File: src/hdl/fht_pkg.sv
// ----------------------------------------------------------------------------
// fht_pkg
// Types, constants and codes shared by the flow handshake tracker modules.
// ----------------------------------------------------------------------------
package fht_pkg;

    localparam int FLOW_ENTRIES_DEF = 64;

    localparam int IP_W     = 32;
    localparam int PORT_W   = 16;
    localparam int TOS_W    = 8;
    localparam int DSCP_W   = 6;
    localparam int ECN_W    = 2;
    localparam int KEY_W    = 2 * IP_W + 2 * PORT_W;
    localparam int CFG_IDX_W = 2;

    localparam logic [DSCP_W-1:0] DATA_CLASS_RST   = 6'd1;
    localparam logic [DSCP_W-1:0] CREDIT_CLASS_RST = 6'd2;

    // configuration register indexes
    localparam logic [CFG_IDX_W-1:0] CFG_DATA_CLASS   = 2'd0;
    localparam logic [CFG_IDX_W-1:0] CFG_CREDIT_CLASS = 2'd1;

    // path codes
    localparam logic CMD_TX = 1'b0;
    localparam logic CMD_RX = 1'b1;

    typedef enum logic [2:0] {
        ST_CLOSED      = 3'd0,
        ST_SYN_SENT    = 3'd1,
        ST_SYN_RCVD    = 3'd2,
        ST_SYNACK_SENT = 3'd3,
        ST_SYNACK_RCVD = 3'd4,
        ST_ESTABLISHED = 3'd5
    } t_conn_state;

    typedef enum logic [2:0] {
        FSM_IDLE,
        FSM_CHECK,
        FSM_READ,
        FSM_CMP,
        FSM_MISS,
        FSM_FINISH
    } t_fsm;

    typedef struct packed {
        logic load;      // latch the input word
        logic rd_en;     // read table at current index
        logic inc_idx;   // step to the next entry
        logic hit;       // take the entry just compared
        logic miss;      // allocate or flag full
        logic finish;    // apply handshake step and emit result
    } t_dp_cmd;

    typedef struct packed {
        logic tcp;       // latched word is IPv4/TCP
        logic empty;     // no flows stored yet
        logic hit;       // read key matches
        logic last;      // current index is the last stored flow
    } t_dp_sts;

endpackage

File: src/hdl/fht_ctrl.sv
// ----------------------------------------------------------------------------
// fht_ctrl
// Sequencer for the tracker: for TCP words a linear scan of stored flows, then
// allocate or update; other words skip both. Then emit one result.
// ----------------------------------------------------------------------------
module fht_ctrl (
    input  logic             i_clk,
    input  logic             i_rst_n,
    input  logic             i_start,
    input  fht_pkg::t_dp_sts i_sts,
    output fht_pkg::t_dp_cmd o_cmd,
    output logic             o_busy
);
    import fht_pkg::*;

    t_fsm r_state;
    t_fsm n_state;

    always_ff @(posedge i_clk) begin
        if (!i_rst_n) begin
            r_state <= FSM_IDLE;
        end else begin
            r_state <= n_state;
        end
    end

    always_comb begin
        n_state = r_state;
        unique case (r_state)
            FSM_IDLE: begin
                if (i_start) begin
                    n_state = FSM_CHECK;
                end
            end
            FSM_CHECK: begin
                priority if (!i_sts.tcp) begin
                    n_state = FSM_FINISH;
                end else if (i_sts.empty) begin
                    n_state = FSM_MISS;
                end else begin
                    n_state = FSM_READ;
                end
            end
            FSM_READ: begin
                n_state = FSM_CMP;
            end
            FSM_CMP: begin
                priority if (i_sts.hit) begin
                    n_state = FSM_FINISH;
                end else if (i_sts.last) begin
                    n_state = FSM_MISS;
                end else begin
                    n_state = FSM_READ;
                end
            end
            FSM_MISS: begin
                n_state = FSM_FINISH;
            end
            FSM_FINISH: begin
                n_state = FSM_IDLE;
            end
            default: begin
                n_state = FSM_IDLE;
            end
        endcase
    end

    always_comb begin
        o_cmd  = '0;
        o_busy = 1'b1;
        unique case (r_state)
            FSM_IDLE: begin
                o_busy     = 1'b0;
                o_cmd.load = i_start;
            end
            FSM_CHECK: begin
            end
            FSM_READ: begin
                o_cmd.rd_en = 1'b1;
            end
            FSM_CMP: begin
                o_cmd.hit     = i_sts.hit;
                o_cmd.inc_idx = !i_sts.hit && !i_sts.last;
            end
            FSM_MISS: begin
                o_cmd.miss = 1'b1;
            end
            FSM_FINISH: begin
                o_cmd.finish = 1'b1;
            end
            default: begin
                o_busy = 1'b0;
            end
        endcase
    end

endmodule

File: config.mk
export PLATFORM = sky130hd
export DESIGN_NAME = fht_ctrl
export DESIGN_NICKNAME = d
export VERILOG_FILES = /design/src/hdl/fht_pkg.sv /design/src/hdl/fht_ctrl.sv
export SDC_FILE = /design/constraint.sdc
export NUM_CORES = 1
export LEC_CHECK = 0
export BUFFER_PORTS_ARGS = -buffer_cell sky130_fd_sc_hd__buf_2
export CELL_PAD_IN_SITES_DETAIL_PLACEMENT = 0
export CELL_PAD_IN_SITES_GLOBAL_PLACEMENT = 1
export CORE_AREA = 2 2 39 41
export CTS_BUF_LIST = sky130_fd_sc_hd__clkbuf_4 sky130_fd_sc_hd__clkbuf_8
export CTS_CLUSTER_SIZE = 20
export DETAILED_ROUTE_END_ITERATION = 10
export DIE_AREA = 0 0 41 43
export PLACE_DENSITY = 0.58
export SLEW_MARGIN = 40
export SYNTH_ARGS = -nofsm -noshare
export SYNTH_HDL_FRONTEND = slang
export SYNTH_SLANG_ARGS = --single-unit
File: constraint.sdc
create_clock -name i_clk -period 1.7 [get_ports i_clk]
set_clock_uncertainty 0.05 [all_clocks]
set_input_delay 0.085 -clock i_clk [delete_from_list [all_inputs] [get_ports i_clk]]
set_output_delay 0.085 -clock i_clk [all_outputs]
set_load 0.02 [all_outputs]
==> results.py <==
metrics = {
    "clock_tree": {
        "postCtsSetupBuffers": 0,
        "numClockSinks": 3,
        "cts.clk_slew.worst_paths_ns": 0.04,
        "cts-buffers-inserted": 3,
        "cts_tree": "yes",
        "clock_latency_ns": 0.23,
        "cts-hold-fix-buffers": 0,
        "post_cts_resized": 0,
        "htree_levels": 1,
        "cts_root_buf": "clkbuf_4",
        "cts_buffer_depth": 2,
    },
    "global_route": {
        "track_usage_pct": 8.22,
        "grt_pass1_vias": 231,
        "grt-ovfl-total": 0,
        "grt_pass1_wl_microns": 972,
        "grt_max_degree": 12,
        "antenna_found_initial": 0,
    },
    "power": {
        "clockPowerShare_pct": 42.5,
        "powerDensity_mw_per_mm2": 946,
        "internal-power_mw": 0.224,
        "p_comb_share_pct": 27.1,
        "power_switching_mw": 0.103,
        "power_leakage_nw": 0.176,
        "peakVddDrop_mv": 0.188,
        "p_sw_share_pct": 31.4,
        "seq_power_share_pct": 30.3,
    },
    "timing": {
        "setup_viol": 0,
        "worst_pin_slew_ns": 0.327,
        "final_max_slew_viol_count": 0,
        "grt_setup_unrepaired": "no",
        "max_freq_mhz": 673,
        "relSlewSlack_pct": 78.2,
        "setup_tns_ns": 0,
        "min_period_ns": 1.49,
        "hold_viol": 0,
        "final.period_utilization_pct": 87.4,
    },
    "cells_and_area": {
        "top_regs": "r_state (3)",
        "final_area_sq_um": 345,
        "drive_gt1_share_pct": 38.3,
        "fill_cells": 162,
        "final_core_util_pct": 25.0,
        "multi_input_comb_area_sq_um": 163,
        "largest_register_ffs": 3,
        "seqCellArea_sq_um": 60.1,
        "antenna_cells": 0,
        "nets": 55,
        "regMostFlops": "r_state",
        "area_growth_syn_to_layout_pct": 46.0,
        "layout.cells.non_filler": 63,
    },
    "routing": {
        "wl_met3_microns": 47,
        "m1WireLength_microns": 285,
        "dr.pass1.iters": 2,
        "drt_iter0_markers": 5,
        "detail_route.wl_per_cell_microns": 9.71,
        "drcViolationCount": 0,
        "ant_nets": 0,
        "wl_microns": 612,
        "viasPerCell": 4.41,
        "wl_met2_microns": 269,
        "highest-signal-layer": "met4",
        "via_count": 278,
    },
    "setup_path": {
        "cp_max_fo": 11,
        "critPathCaptureType": "primary output",
        "rr_worst_depth": 3,
        "crit_required_ns": 1.56,
        "reg2reg_from": "r_state[2]$_SDFFE_PN0P_",
        "cp.arrival_ns": 1.35,
        "r2r_end": "r_state[0]$_SDFFE_PN0P_",
        "critPathLaunchType": "register",
        "r2r_slack_ns": 0.36,
        "crit_type": "register to primary output",
    },
    "worst_hold_path": {
        "holdPathEnd": "r_state[2]$_SDFFE_PN0P_",
        "hold_path.startpoint": "i_rst_n",
        "holdPathStages": 2,
        "hold_path.class": "input port to register",
    },
    "synth": {
        "synth_area_sq_um": 236,
        "synth_cell_types": 19,
        "synthCells": 32,
        "ys_seq_area_share_pct": 25.4,
        "synth_top_area_share_pct": 25.4,
        "synth_nets": 39,
        "yosys.area.top_type": "dfxtp_1",
        "yosysWarnings": 0,
        "ys_ff_latch": 3,
        "avgSynthCellArea_sq_um": 7.39,
        "synthTopCellsByArea": "dfxtp_1, a21oi_1, nor3_1",
    },
    "placed_design": {
        "port_buffers": 13,
        "placed_cells": 59,
        "post_dp_cell_area_sq_um": 315,
        "gp_congestion": 0.663,
    },
    "floorplanning": {
        "io_pins": 14,
        "core_sq_mm": 0.00138,
        "num_rows": 14,
        "die_height_microns": 43,
        "die_area_sq_mm": 0.00176,
        "initial_core_util_pct": 17.1,
        "fp.dieW_microns": 41,
    },
    "outcome": {
        "status": "complete, no violations",
    },
    "flow_run": {
        "drv_cap": 0,
    },
}
[per-stage QoR]
step	hold WS (ns)	power (mW)	setup slack, ns
after detailed placement	0.295	0.189	0.361
after CTS	0.0536	0.332	0.207
after global placement	0.298	0.191	0.383
after floorplan	0.168	0.161	0.296
after global routing	0.0716	0.352	0.0779
final	0.0572	0.327	0.214
[area by class of cell]
class | count | area share (%)
Sequential cell | 3 | 17.4
Clock buffer | 4 | 8.70
Multi-Input combinational cell | 26 | 47.1
Tap cell | 16 | 5.80
Timing Repair Buffer | 14 | 21.0
[cells by family (layout without fill, tap and decap cells)]
logic type             Yosys count  in the layout  synth area share [%]
AO/OA/AOI/OAI                   10             10                  27.0
AND/OR/NAND/NOR                 16             16                  41.8
flip-flops                       3              3                  25.4
buffers and inverters            3             18                  5.82
[layer usage]
metal,vias up,track usage [%]
li1,148,-
met1,116,10.6
met2,12,10.6
met3,2,1.57
met4,0,8.00
met5,-,0
[how the worst max path moves through the flow]
stage	endpoint	cells past startpoint	startpoint
after floorplan	r_state[2]$_SDFFE_PN0P_	3	r_state[2]$_SDFFE_PN0P_
after global placement	r_state[0]$_SDFFE_PN0P_	3	r_state[2]$_SDFFE_PN0P_
after detailed placement	r_state[0]$_SDFFE_PN0P_	3	r_state[2]$_SDFFE_PN0P_
after CTS	o_cmd[3]	4	r_state[0]$_SDFFE_PN0P_
after global routing	o_cmd[3]	4	r_state[0]$_SDFFE_PN0P_
final	o_cmd[3]	4	r_state[0]$_SDFFE_PN0P_
[power by group through the flow]
stage	clock (mW)	sequential [mW]	combinational, mW
2_1_floorplan	0	0.0832	0.0779
3_3_place_gp	0	0.0997	0.0908
3_5_place_dp	0	0.0995	0.0898
4_1_cts	0.144	0.0985	0.0901
5_1_grt	0.152	0.102	0.0976
6_report	0.139	0.0992	0.0887
[placed cells by master, fill, tap and decap left out, drive strengths merged, types with 2 or more instances in the layout]
| master | netlist | final |
|---|---|---|
| buf | 2 | 14 |
| a21oi | 4 | 4 |
| clkbuf | 1 | 4 |
| nor3 | 3 | 3 |
| o21ai | 3 | 3 |
| dfxtp | 3 | 3 |
| nor3b | 2 | 2 |
| nor2b | 2 | 2 |
| nand2 | 2 | 2 |
[synth_stat cells, drive strengths merged]
| cell type | count |
|---|---|
| dfxtp | 3 |
| nand2 | 2 |
| and2 | 1 |
| nand3 | 1 |
| and3 | 1 |
| o211a | 1 |
| a22o | 1 |
| nor4b | 1 |
| o21ba | 1 |
| nor3b | 2 |
| clkbuf | 1 |
| buf | 2 |
| and3b | 1 |
| o21ai | 3 |
| or2 | 1 |
| a21oi | 4 |
| nor2b | 2 |
| nor3 | 3 |
| or4 | 1 |
[worst max-delay path: stages, from the launching register on]
cell and delay [ns]:
dfxtp_1 0.50, nor2b_1 0.24, nand2_1 0.07, nor3_1 0.12
buf_2 0.19
Power figures use the tool's default switching activity.
